--- src/sv/srwfe_pkg.sv ---
// Shared types, constants and tables for the sound register write front end.
`default_nettype none

package srwfe_pkg;

  localparam int FIFO_DEPTH = 8;
  localparam int FIFO_AW    = $clog2(FIFO_DEPTH);
  localparam int REG_WINDOW = 64;
  localparam int REG_AW     = $clog2(REG_WINDOW);
  localparam int LANES      = 4;
  localparam int ROW_AW     = REG_AW - 2;

  localparam logic [9:0] WIN_BASE    = 10'h060;
  localparam logic [9:0] WIN_LAST    = 10'h09F;
  localparam logic [9:0] OFF_VOL     = 10'h082;
  localparam logic [9:0] OFF_DS_CTRL = 10'h083;
  localparam logic [9:0] OFF_MASTER  = 10'h084;
  localparam logic [9:0] OFF_RAW_LO  = 10'h088;
  localparam logic [9:0] OFF_RAW_HI  = 10'h08B;
  localparam logic [9:0] OFF_UNGATED = 10'h090;
  localparam logic [9:0] OFF_FIFO_A  = 10'h0A0;
  localparam logic [9:0] OFF_FIFO_B_END = 10'h0A7;
  localparam logic [9:0] OFF_FWD_END = 10'h0AF;
  localparam logic [7:0] DS_CTRL_MASK = 8'h77;

  localparam logic [1:0] SIZE_BYTE = 2'd0;
  localparam logic [1:0] SIZE_HALF = 2'd1;

  typedef enum logic [1:0] {
    REQ_WRITE   = 2'd0,
    REQ_REG_RD  = 2'd1,
    REQ_FIFO_RD = 2'd2,
    REQ_NONE    = 2'd3
  } req_t;

  typedef enum logic [1:0] {
    KIND_FWD  = 2'd0,
    KIND_DONE = 2'd1,
    KIND_READ = 2'd2
  } kind_t;

  localparam logic [7:0] REG_MASK [REG_WINDOW] = '{
    8'h7F, 8'h00, 8'hC0, 8'hFF, 8'h00, 8'h40, 8'h00, 8'h00,
    8'hC0, 8'hFF, 8'h00, 8'h00, 8'h00, 8'h40, 8'h00, 8'h00,
    8'hE0, 8'h00, 8'h00, 8'hE0, 8'h00, 8'h40, 8'h00, 8'h00,
    8'h00, 8'hFF, 8'h00, 8'h00, 8'hFF, 8'h40, 8'h00, 8'h00,
    8'h77, 8'hFF, 8'h0F, 8'h77, 8'h80, 8'h00, 8'h00, 8'h00,
    8'hFF, 8'hFF, 8'h00, 8'h00, 8'h00, 8'h00, 8'h00, 8'h00,
    8'hFF, 8'hFF, 8'hFF, 8'hFF, 8'hFF, 8'hFF, 8'hFF, 8'hFF,
    8'hFF, 8'hFF, 8'hFF, 8'hFF, 8'hFF, 8'hFF, 8'hFF, 8'hFF
  };

  typedef struct packed {
    logic               rd_en;
    logic [FIFO_AW-1:0] rd_addr;
    logic               wr_en;
    logic [31:0]        wr_val;
    logic [31:0]        wr_mask;
    logic               ptr_clr;
  } fifo_cmd_t;

  typedef struct packed {
    logic                        rd_en;
    logic [REG_AW-1:0]           rd_idx;
    logic [LANES-1:0]            wen;
    logic [LANES-1:0][REG_AW-1:0] widx;
    logic [LANES-1:0][7:0]       wdat;
  } reg_cmd_t;

  // fifo slot from the 3-bit index, wrapped at the ring depth
  function automatic logic [FIFO_AW-1:0] slot_of(input logic [2:0] idx);
    logic [FIFO_AW-1:0] r;
    r = '0;
    for (int i = 0; i < 8; i++) begin
      if (idx == 3'(i)) r = FIFO_AW'(i % FIFO_DEPTH);
    end
    return r;
  endfunction

  function automatic logic [FIFO_AW-1:0] ring_next(input logic [FIFO_AW-1:0] p);
    return (p == FIFO_AW'(FIFO_DEPTH - 1)) ? '0 : p + 1'b1;
  endfunction

endpackage

`default_nettype wire

--- src/sv/srwfe_fifo.sv ---
// Direct-sound ring: word memory with byte-lane read-modify-write and write position.
`default_nettype none

module srwfe_fifo import srwfe_pkg::*; (
  input  wire logic               clk,
  input  wire logic               rst_n,
  input  wire fifo_cmd_t          cmd,
  output logic [FIFO_AW-1:0]      ptr,
  output logic [31:0]             rdata
);

  logic [31:0]        mem [FIFO_DEPTH];
  logic               valid_r [FIFO_DEPTH];
  logic [FIFO_AW-1:0] ptr_r;
  logic [31:0]        rdat_r;
  logic               rvld_r;
  logic [31:0]        merged;

  assign rdata  = rvld_r ? rdat_r : '0;
  assign ptr    = ptr_r;
  assign merged = (rdata & ~cmd.wr_mask) | (cmd.wr_val & cmd.wr_mask);

  always_ff @(posedge clk) begin
    if (!rst_n) begin
      ptr_r  <= '0;
      rvld_r <= 1'b0;
      for (int i = 0; i < FIFO_DEPTH; i++) valid_r[i] <= 1'b0;
    end else begin
      if (cmd.rd_en) rvld_r <= valid_r[cmd.rd_addr];
      if (cmd.ptr_clr) begin
        ptr_r <= '0;
      end else if (cmd.wr_en) begin
        valid_r[ptr_r] <= 1'b1;
        ptr_r          <= ring_next(ptr_r);
      end
    end
  end

  always_ff @(posedge clk) begin
    if (cmd.rd_en) rdat_r <= mem[cmd.rd_addr];
    if (cmd.wr_en) mem[ptr_r] <= merged;
  end

endmodule

`default_nettype wire

--- src/sv/srwfe_regwin.sv ---
// Sound register window: four byte banks, one write per bank per cycle, one read.
`default_nettype none

module srwfe_regwin import srwfe_pkg::*; (
  input  wire logic       clk,
  input  wire logic       rst_n,
  input  wire reg_cmd_t   cmd,
  output logic [7:0]      rdata
);

  logic [7:0]              mem [LANES][2**ROW_AW];
  logic                    valid_r [REG_WINDOW];
  logic [7:0]              rdat_r;
  logic                    rvld_r;
  logic [LANES-1:0]        bank_we;
  logic [ROW_AW-1:0]       bank_row [LANES];
  logic [7:0]              bank_dat [LANES];

  assign rdata = rvld_r ? rdat_r : '0;

  // consecutive bytes fall in distinct banks
  always_comb begin
    for (int b = 0; b < LANES; b++) begin
      bank_we[b]  = 1'b0;
      bank_row[b] = '0;
      bank_dat[b] = '0;
      for (int i = 0; i < LANES; i++) begin
        if (cmd.wen[i] && cmd.widx[i][1:0] == 2'(b)) begin
          bank_we[b]  = 1'b1;
          bank_row[b] = cmd.widx[i][REG_AW-1:2];
          bank_dat[b] = cmd.wdat[i];
        end
      end
    end
  end

  always_ff @(posedge clk) begin
    if (!rst_n) begin
      rvld_r <= 1'b0;
      for (int i = 0; i < REG_WINDOW; i++) valid_r[i] <= 1'b0;
    end else begin
      if (cmd.rd_en) rvld_r <= valid_r[cmd.rd_idx];
      for (int i = 0; i < LANES; i++) begin
        if (cmd.wen[i]) valid_r[cmd.widx[i]] <= 1'b1;
      end
    end
  end

  always_ff @(posedge clk) begin
    if (cmd.rd_en) rdat_r <= mem[cmd.rd_idx[1:0]][cmd.rd_idx[REG_AW-1:2]];
    for (int b = 0; b < LANES; b++) begin
      if (bank_we[b]) mem[b][bank_row[b]] <= bank_dat[b];
    end
  end

endmodule

`default_nettype wire

--- src/sv/sound_register_write_front_end_core.sv ---
// Top level: request sequencer, write decode and result register of the sound front end.
//
// One bus access is taken when start is high and busy is low. Its first result
// beat appears on the out_ ports, marked by out_valid, from the result registers
// loaded in the execute state that follows acceptance; a word write to the sound
// registers gives a second beat in the cycle that follows. The block takes no new
// access while busy, i.e. in the execute and high-half states: the state lives in
// synchronous memories (two fifo rings, a banked register window) read in the accept
// cycle and written back in the cycle after. The receiver cannot stall: every beat
// is on the ports for one cycle only. No clearing pass is needed after reset.
`default_nettype none

module sound_register_write_front_end_core import srwfe_pkg::*; (
  input  wire logic        clk,
  input  wire logic        rst_n,
  input  wire logic        start,
  output logic             busy,
  input  wire logic [1:0]  in_req_type,
  input  wire logic [9:0]  in_io_offset,
  input  wire logic [31:0] in_write_data,
  input  wire logic [1:0]  in_access_size,
  input  wire logic [2:0]  in_fifo_index,
  output logic             out_valid,
  output logic [1:0]       out_kind,
  output logic [7:0]       out_fwd_offset,
  output logic [15:0]      out_fwd_data,
  output logic             out_fwd_wide,
  output logic [31:0]      out_read_data,
  output logic             out_master_on,
  output logic [2:0]       out_fifo_a_pos,
  output logic [2:0]       out_fifo_b_pos,
  output logic             out_last
);

  typedef enum logic [1:0] {ST_IDLE, ST_EXEC, ST_HIGH} state_t;

  state_t      state_r;
  state_t      state_nxt;
  req_t        req_r;
  logic [9:0]  off_r;
  logic [31:0] data_r;
  logic [1:0]  size_r;
  logic        enable_r;

  logic        out_valid_r;
  logic [1:0]  out_kind_r;
  logic [7:0]  out_fwd_offset_r;
  logic [15:0] out_fwd_data_r;
  logic        out_fwd_wide_r;
  logic [31:0] out_read_data_r;
  logic        out_master_on_r;
  logic [2:0]  out_fifo_a_pos_r;
  logic [2:0]  out_fifo_b_pos_r;
  logic        out_last_r;

  logic        out_valid_nxt;
  logic [1:0]  out_kind_nxt;
  logic [7:0]  out_fwd_offset_nxt;
  logic [15:0] out_fwd_data_nxt;
  logic        out_fwd_wide_nxt;
  logic [31:0] out_read_data_nxt;
  logic        out_master_on_nxt;
  logic [2:0]  out_fifo_a_pos_nxt;
  logic [2:0]  out_fifo_b_pos_nxt;
  logic        out_last_nxt;

  logic               accept;
  logic               exec;
  logic               is_word;
  logic               is_fifo_port;
  logic               is_fwd;
  logic               in_rd_win;
  logic [REG_AW-1:0]  rd_diff;
  logic [4:0]         sh;
  logic               enable_nxt;
  logic               clr_a;
  logic               clr_b;
  logic [FIFO_AW-1:0] ptr_a;
  logic [FIFO_AW-1:0] ptr_b;
  logic [FIFO_AW-1:0] pos_a_nxt;
  logic [FIFO_AW-1:0] pos_b_nxt;
  logic [31:0]        fifo_a_rd;
  logic [31:0]        fifo_b_rd;
  logic [7:0]         reg_rd;
  logic [31:0]        fifo_val;
  logic [31:0]        fifo_mask;
  fifo_cmd_t          cmd_a;
  fifo_cmd_t          cmd_b;
  reg_cmd_t           cmd_win;

  assign busy    = (state_r != ST_IDLE);
  assign accept  = start && !busy;
  assign exec    = (state_r == ST_EXEC);
  assign is_word = (size_r != SIZE_BYTE) && (size_r != SIZE_HALF);
  assign is_fifo_port = (req_r == REQ_WRITE) && off_r >= OFF_FIFO_A && off_r <= OFF_FIFO_B_END;
  assign is_fwd  = (req_r == REQ_WRITE) && off_r >= WIN_BASE && off_r <= OFF_FWD_END
                   && !is_fifo_port;
  assign in_rd_win = off_r >= WIN_BASE && off_r <= WIN_LAST;
  assign rd_diff = REG_AW'(in_io_offset - WIN_BASE);
  assign sh      = {off_r[1:0], 3'b000};

  always_comb begin
    fifo_mask = is_word ? 32'hFFFF_FFFF
              : ((size_r == SIZE_BYTE ? 32'h0000_00FF : 32'h0000_FFFF) << sh);
    fifo_val  = is_word ? data_r : (data_r << sh);
  end

  // byte-by-byte store into the window; the master enable can change mid-write
  always_comb begin
    logic [9:0] a;
    logic [7:0] b;
    logic       used;
    logic       en_v;
    en_v  = enable_r;
    clr_a = 1'b0;
    clr_b = 1'b0;
    cmd_win.rd_en  = accept;
    cmd_win.rd_idx = rd_diff;
    cmd_win.wen    = '0;
    cmd_win.widx   = '0;
    cmd_win.wdat   = '0;
    for (int i = 0; i < LANES; i++) begin
      a    = off_r + 10'(i);
      b    = data_r[8*i +: 8];
      used = (i == 0) || (i == 1 && size_r != SIZE_BYTE) || (i >= 2 && is_word);
      cmd_win.widx[i] = REG_AW'(a - WIN_BASE);
      if (exec && is_fwd && used && a >= WIN_BASE && a <= WIN_LAST) begin
        if (a == OFF_VOL || (a >= OFF_RAW_LO && a <= OFF_RAW_HI)) begin
          cmd_win.wen[i]  = 1'b1;
          cmd_win.wdat[i] = b;
        end else if (a == OFF_DS_CTRL) begin
          cmd_win.wen[i]  = 1'b1;
          cmd_win.wdat[i] = b & DS_CTRL_MASK;
          clr_a = clr_a | b[3];
          clr_b = clr_b | b[7];
        end else if (a == OFF_MASTER) begin
          en_v = b[7];
          cmd_win.wen[i]  = 1'b1;
          cmd_win.wdat[i] = {b[7], 7'b0};
        end else if (en_v || a >= OFF_UNGATED) begin
          cmd_win.wen[i]  = 1'b1;
          cmd_win.wdat[i] = b & REG_MASK[cmd_win.widx[i]];
        end
      end
    end
    enable_nxt = en_v;
  end

  always_comb begin
    cmd_a.rd_en   = accept;
    cmd_a.rd_addr = (req_t'(in_req_type) == REQ_FIFO_RD) ? slot_of(in_fifo_index) : ptr_a;
    cmd_a.wr_en   = exec && is_fifo_port && !off_r[2];
    cmd_a.wr_val  = fifo_val;
    cmd_a.wr_mask = fifo_mask;
    cmd_a.ptr_clr = clr_a;
    cmd_b.rd_en   = accept;
    cmd_b.rd_addr = (req_t'(in_req_type) == REQ_FIFO_RD) ? slot_of(in_fifo_index) : ptr_b;
    cmd_b.wr_en   = exec && is_fifo_port && off_r[2];
    cmd_b.wr_val  = fifo_val;
    cmd_b.wr_mask = fifo_mask;
    cmd_b.ptr_clr = clr_b;
    pos_a_nxt = clr_a ? '0 : (cmd_a.wr_en ? ring_next(ptr_a) : ptr_a);
    pos_b_nxt = clr_b ? '0 : (cmd_b.wr_en ? ring_next(ptr_b) : ptr_b);
  end

  srwfe_fifo u_fifo_a (
    .clk   (clk),
    .rst_n (rst_n),
    .cmd   (cmd_a),
    .ptr   (ptr_a),
    .rdata (fifo_a_rd)
  );

  srwfe_fifo u_fifo_b (
    .clk   (clk),
    .rst_n (rst_n),
    .cmd   (cmd_b),
    .ptr   (ptr_b),
    .rdata (fifo_b_rd)
  );

  srwfe_regwin u_regwin (
    .clk   (clk),
    .rst_n (rst_n),
    .cmd   (cmd_win),
    .rdata (reg_rd)
  );

  always_comb begin
    state_nxt          = state_r;
    out_valid_nxt      = 1'b0;
    out_kind_nxt       = out_kind_r;
    out_fwd_offset_nxt = out_fwd_offset_r;
    out_fwd_data_nxt   = out_fwd_data_r;
    out_fwd_wide_nxt   = out_fwd_wide_r;
    out_read_data_nxt  = out_read_data_r;
    out_master_on_nxt  = out_master_on_r;
    out_fifo_a_pos_nxt = out_fifo_a_pos_r;
    out_fifo_b_pos_nxt = out_fifo_b_pos_r;
    out_last_nxt       = out_last_r;
    unique case (state_r)
      ST_IDLE: begin
        if (accept) state_nxt = ST_EXEC;
      end
      ST_EXEC: begin
        out_valid_nxt      = 1'b1;
        out_kind_nxt       = KIND_DONE;
        out_fwd_offset_nxt = '0;
        out_fwd_data_nxt   = '0;
        out_fwd_wide_nxt   = 1'b0;
        out_read_data_nxt  = '0;
        out_master_on_nxt  = enable_nxt;
        out_fifo_a_pos_nxt = 3'(pos_a_nxt);
        out_fifo_b_pos_nxt = 3'(pos_b_nxt);
        out_last_nxt       = 1'b1;
        state_nxt          = ST_IDLE;
        case (req_r)
          REQ_REG_RD: begin
            out_kind_nxt      = KIND_READ;
            out_read_data_nxt = in_rd_win ? {24'b0, reg_rd} : '0;
          end
          REQ_FIFO_RD: begin
            out_kind_nxt      = KIND_READ;
            out_read_data_nxt = off_r[2] ? fifo_b_rd : fifo_a_rd;
          end
          REQ_WRITE: begin
            if (is_fwd) begin
              out_kind_nxt       = KIND_FWD;
              out_fwd_offset_nxt = off_r[7:0];
              out_fwd_data_nxt   = (size_r == SIZE_BYTE) ? {8'b0, data_r[7:0]}
                                                         : data_r[15:0];
              out_fwd_wide_nxt   = (size_r != SIZE_BYTE);
              out_last_nxt       = !is_word;
              if (is_word) state_nxt = ST_HIGH;
            end
          end
          default: begin
            out_kind_nxt = KIND_DONE;
          end
        endcase
      end
      ST_HIGH: begin
        out_valid_nxt      = 1'b1;
        out_kind_nxt       = KIND_FWD;
        out_fwd_offset_nxt = off_r[7:0] + 8'd2;
        out_fwd_data_nxt   = data_r[31:16];
        out_fwd_wide_nxt   = 1'b1;
        out_read_data_nxt  = '0;
        out_master_on_nxt  = enable_r;
        out_fifo_a_pos_nxt = 3'(ptr_a);
        out_fifo_b_pos_nxt = 3'(ptr_b);
        out_last_nxt       = 1'b1;
        state_nxt          = ST_IDLE;
      end
      default: begin
        state_nxt = ST_IDLE;
      end
    endcase
  end

  always_ff @(posedge clk) begin
    if (!rst_n) begin
      state_r     <= ST_IDLE;
      enable_r    <= 1'b0;
      out_valid_r <= 1'b0;
    end else begin
      if (accept) begin
        req_r  <= req_t'(in_req_type);
        off_r  <= in_io_offset;
        data_r <= in_write_data;
        size_r <= in_access_size;
      end
      state_r          <= state_nxt;
      enable_r         <= enable_nxt;
      out_valid_r      <= out_valid_nxt;
      out_kind_r       <= out_kind_nxt;
      out_fwd_offset_r <= out_fwd_offset_nxt;
      out_fwd_data_r   <= out_fwd_data_nxt;
      out_fwd_wide_r   <= out_fwd_wide_nxt;
      out_read_data_r  <= out_read_data_nxt;
      out_master_on_r  <= out_master_on_nxt;
      out_fifo_a_pos_r <= out_fifo_a_pos_nxt;
      out_fifo_b_pos_r <= out_fifo_b_pos_nxt;
      out_last_r       <= out_last_nxt;
    end
  end

  assign out_valid      = out_valid_r;
  assign out_kind       = out_kind_r;
  assign out_fwd_offset = out_fwd_offset_r;
  assign out_fwd_data   = out_fwd_data_r;
  assign out_fwd_wide   = out_fwd_wide_r;
  assign out_read_data  = out_read_data_r;
  assign out_master_on  = out_master_on_r;
  assign out_fifo_a_pos = out_fifo_a_pos_r;
  assign out_fifo_b_pos = out_fifo_b_pos_r;
  assign out_last       = out_last_r;

  a_high_follows: assert property (@(posedge clk) disable iff (!rst_n)
    out_valid && !out_last |=> out_valid && out_last && out_kind == KIND_FWD)
    else $error("second forwarded beat missing");

  a_accept_busy: assert property (@(posedge clk) disable iff (!rst_n)
    accept |=> busy && !out_valid)
    else $error("accepted beat did not hold the block busy");

  a_read_single: assert property (@(posedge clk) disable iff (!rst_n)
    out_valid && out_kind == KIND_READ |-> out_last && out_fwd_data == 16'h0000)
    else $error("read result not a single clean beat");

  a_valid_from_busy: assert property (@(posedge clk) disable iff (!rst_n)
    out_valid |-> $past(busy))
    else $error("result beat without a request in flight");

endmodule

`default_nettype wire
--- config.mk ---
export PLATFORM = sky130hd
export DESIGN_NAME = sound_register_write_front_end_core
export DESIGN_NICKNAME = d
export VERILOG_FILES = /design/src/sv/srwfe_pkg.sv /design/src/sv/srwfe_fifo.sv /design/src/sv/srwfe_regwin.sv /design/src/sv/sound_register_write_front_end_core.sv
export SDC_FILE = /design/constraint.sdc
export NUM_CORES = 2
export LEC_CHECK = 0
export BUFFER_PORTS_ARGS = -buffer_cell sky130_fd_sc_hd__buf_2
export CAP_MARGIN = 20
export CORE_ASPECT_RATIO = 1.5
export CORE_UTILIZATION = 41
export CTS_BUF_LIST = sky130_fd_sc_hd__clkbuf_8
export CTS_CLUSTER_DIAMETER = 100
export DETAILED_ROUTE_END_ITERATION = 8
export MAX_ROUTING_LAYER = met4
export SETUP_SLACK_MARGIN = 0.02
export SLEW_MARGIN = 20
export SYNTH_ARGS = -nofsm -noshare
export SYNTH_HDL_FRONTEND = slang
export SYNTH_SLANG_ARGS = --single-unit
export TNS_END_PERCENT = 20
--- constraint.sdc ---
create_clock -name clk -period 5.8 [get_ports clk]
set_input_delay 1.16 -clock clk [delete_from_list [all_inputs] [get_ports clk]]
set_output_delay 1.16 -clock clk [all_outputs]
set_load 0.02 [all_outputs]
==> flow_metrics.env <==
export IMPL_synth_area_leader_cell="edfxtp_1"
export IMPL_crit_start="off_r[0]"
export IMPL_synth_area_leaders="edfxtp_1 64%, mux4_2 13%, dfxtp_1 3.3%"
export IMPL_die_w_um=306.6
export IMPL_antenna_left=0
export IMPL_r2r_cells=13
export IMPL_grt_util_met2=0.4858
export IMPL_final_cells=5930
export IMPL_hold_viol_final=0
export IMPL_async_flop_share=0
export IMPL_worstMarginPinSlew_ps=1221
export IMPL_violations="design-rule violations"
export IMPL_vias=37500
export IMPL_run_status="finished, violations left"
export IMPL_gp_congestion=1.014
export IMPL_drt_iter0_markers=5276
export IMPL_grt_pass1_vias=37460
export IMPL_r2r_end="u_regwin.mem[1][24]"
export IMPL_post_cts_buffers=0
export IMPL_antenna_found_initial=24
export IMPL_io_pins=121
export IMPL_gr_usage_all_layers=0.2966
export IMPL_final_seq_area_um2=38170
export IMPL_cts_buffers_inserted=191
export IMPL_routed_wl_um=202200
export IMPL_fillCellCount=11950
export IMPL_clk_latency_ps=950
export IMPL_yosys_top_cells_count="1,209 x edfxtp_1, 317 x mux4_2, 248 x nand2_1, 230 x nor2_1, 182 x o21ai_0"
export IMPL_fp_row_count=167
export IMPL_first_pass_iters=9
export IMPL_synth_area_per_cell_um2=15.99
export IMPL_synth_top_area_frac=0.6364
export IMPL_power_per_cell_area_nw_per_um2=288.0
export IMPL_dieArea_um2=140700
export IMPL_timing_rr_start="off_r[0]"
export IMPL_cts_tree="built"
export IMPL_arrival_ps=5850
export IMPL_criticalPathCategory="flop to flop"
export IMPL_worstPathRequired_ps=6340
export IMPL_synthCells=3568
export IMPL_grtUsageMet3=0.05065
export IMPL_areaGrowthSynthToFinish_pct=14.44
export IMPL_grt_start_max_net_pins=82
export IMPL_yosys_cell_types_count=106
export IMPL_use_met1=0.3427
export IMPL_hold_path_class="primary input to flop"
export IMPL_via_per_inst=6.324
export IMPL_io_buffers=120
export IMPL_yosysWarnings=0
export IMPL_synth_fp_nets=3642
export IMPL_reg2reg_setup_slack_ps=490
export IMPL_hpwl_um=136900
export IMPL_total_power_uw=18800
export IMPL_hold_buffers=0
export IMPL_ys_ff_latch=1302
export IMPL_clk_pin_slew_ps=80
export IMPL_cts_max_level=4
export IMPL_synth_edff_count=1209
export IMPL_drive_gt1_frac=0.2796
export IMPL_crit_path_start_kind="flop"
export IMPL_relSlewSlack=0.1829
export IMPL_peakVddDrop_mv=0.2524
export IMPL_grt_pass1_wl_um=283200
export IMPL_drv_cap=0
export IMPL_drc=8
export IMPL_grt_busiest_layer="met2"
export IMPL_dp_cells=5580
export IMPL_cp_end_kind="flop"
export IMPL_grt_overflow=0
export IMPL_core_area_um2=138100
export IMPL_wl_per_cell_um=34.10
export IMPL_synth_seq_area_share=0.6690
export IMPL_multi_input_area_um2=18030
export IMPL_yosysMostFrequentCell="edfxtp_1"
export IMPL_die_y_um=458.8
export IMPL_rsz0062_at_grt="no"
export IMPL_cts_root_buffer="clkbuf_8"
export IMPL_cp_max_fo=11
export IMPL_slew_violations=0
export IMPL_fin_crit_ps=5309
export IMPL_p_leak_uw=0.02232
export IMPL_synth_flop_cell="edfxtp_1"
export IMPL_setup_viol=0
export IMPL_fin_skew_ps=50.61
export IMPL_start_util=0.4130
export IMPL_nets=3988
export IMPL_post_cts_resized=0
export IMPL_endpoint="u_regwin.mem[1][24]"
export IMPL_synth_area_um2=57050
export IMPL_clockBufferDepth=3
export IMPL_period_share=0.9154
export IMPL_clock_sinks=1302
export IMPL_fin_setup_tns_ps=0
export IMPL_clock_fmax_mhz=188.3
## where the power goes
group / internal [uW] / total [uW] / switching [uW]
sequential: 10300 / 10400 / 79.0
clock: 3670 / 7370 / 3700
combinational: 325 / 1060 / 735
## worst max-delay path, stage by stage, from the launching register on
cell	delay [ps]
edfxtp_1	430
inv_1	260
ha_1	270
nand3b_2	230
nand2_1	100
a2111oi_0	850
o41ai_1	250
a21o_1	320
o311ai_2	580
buf_4	310
o21ai_0	110
a21oi_1	240
o21ai_2	140
nor2_1	820
## worst min path at each step
| stage | from | to | cells after the start |
|---|---|---|---|
| 2_1_floorplan | u_fifo_a.valid_r[5] | u_fifo_a.valid_r[5] | 1 |
| 3_3_place_gp | u_fifo_a.valid_r[5] | u_fifo_a.valid_r[5] | 1 |
| 3_5_place_dp | u_fifo_a.valid_r[5] | u_fifo_a.valid_r[5] | 1 |
| 4_1_cts | in_write_data[13] | data_r[13] | 1 |
| 5_1_grt | in_write_data[13] | data_r[13] | 1 |
| 6_report | in_write_data[13] | data_r[13] | 1 |
## final cells by class
cell class | count | area share
multi-input combinational | 1994 | 0.2762
timing repair buffer | 397 | 0.04479
sequential | 1302 | 0.5846
clock buffer | 196 | 0.04132
clock inverter | 146 | 0.01549
antenna | 8 | 0.0003066
tap | 1859 | 0.03563
inverter | 28 | 0.001610
## through the flow
stage                     instance area, um^2  utilization  setup slack, ps  hold slack, ps
after floorplan                         57050            -            395.7           433.0
after global placement                  61540       0.4456            499.8           441.1
after detailed placement                61550       0.4456            608.5           447.4
after global routing                    65290       0.4727            301.5           328.3
after CTS                               65260       0.4725            591.3           288.4
final                                   65290       0.4727            490.6           382.5
## sequential cells by signal (all words and copies together) (netlist names), 10 cells and up
signal / count
u_regwin.valid_r: 64
out_fwd_data: 16
u_fifo_b.mem: 256
data_r: 32
out_read_data: 32
u_fifo_a.mem: 256
u_fifo_b.rdat_r: 32
off_r: 10
u_regwin.mem: 512
u_fifo_a.rdat_r: 32
## routing by layer
metal,vias to the layer above,share of wire
met4,0,0.071
met1,19190,0.36
met2,2351,0.49
met3,659,0.079
li1,15300,-
met5,-,0
## logic make-up (layout without fill, tap and decap cells)
kind of cell             Yosys count  count (layout)  synth area share
AO/OA/AOI/OAI                    746             746           0.09407
adder cells (fa/ha/maj)           22              22          0.004825
other                              0               8                 0
AND/OR/NAND/NOR                  787             787           0.06486
multiplexers                     420             420            0.1448
buffers and inverters            272             767           0.01954
XOR/XNOR                          19              19          0.002917
flip-flops                      1302            1302            0.6690
## placed cells by master (no fill, tap or decap), drive strengths merged, types with 16 or more instances in the layout
cell type / netlist / layout
a21o: 21 / 21
a21oi: 93 / 93
a222oi: 40 / 40
a22o: 23 / 23
a22oi: 53 / 53
a31oi: 36 / 36
a32o: 20 / 20
and2: 18 / 18
buf: 90 / 397
clkbuf: 154 / 196
clkinv: 2 / 65
dfxtp: 93 / 93
edfxtp: 1209 / 1209
ha: 22 / 22
inv: 26 / 94
mux2: 70 / 70
mux2i: 33 / 33
mux4: 317 / 317
nand2: 251 / 251
nand2b: 20 / 20
nand3: 69 / 69
nand4: 19 / 19
nor2: 230 / 230
nor2b: 31 / 31
nor3: 60 / 60
nor4: 18 / 18
o211ai: 45 / 45
o21a: 27 / 27
o21ai: 189 / 189
o221ai: 59 / 59
o31ai: 16 / 16
or3: 20 / 20
xnor2: 17 / 17
Note: power is estimated with default switching activity, not from simulation.
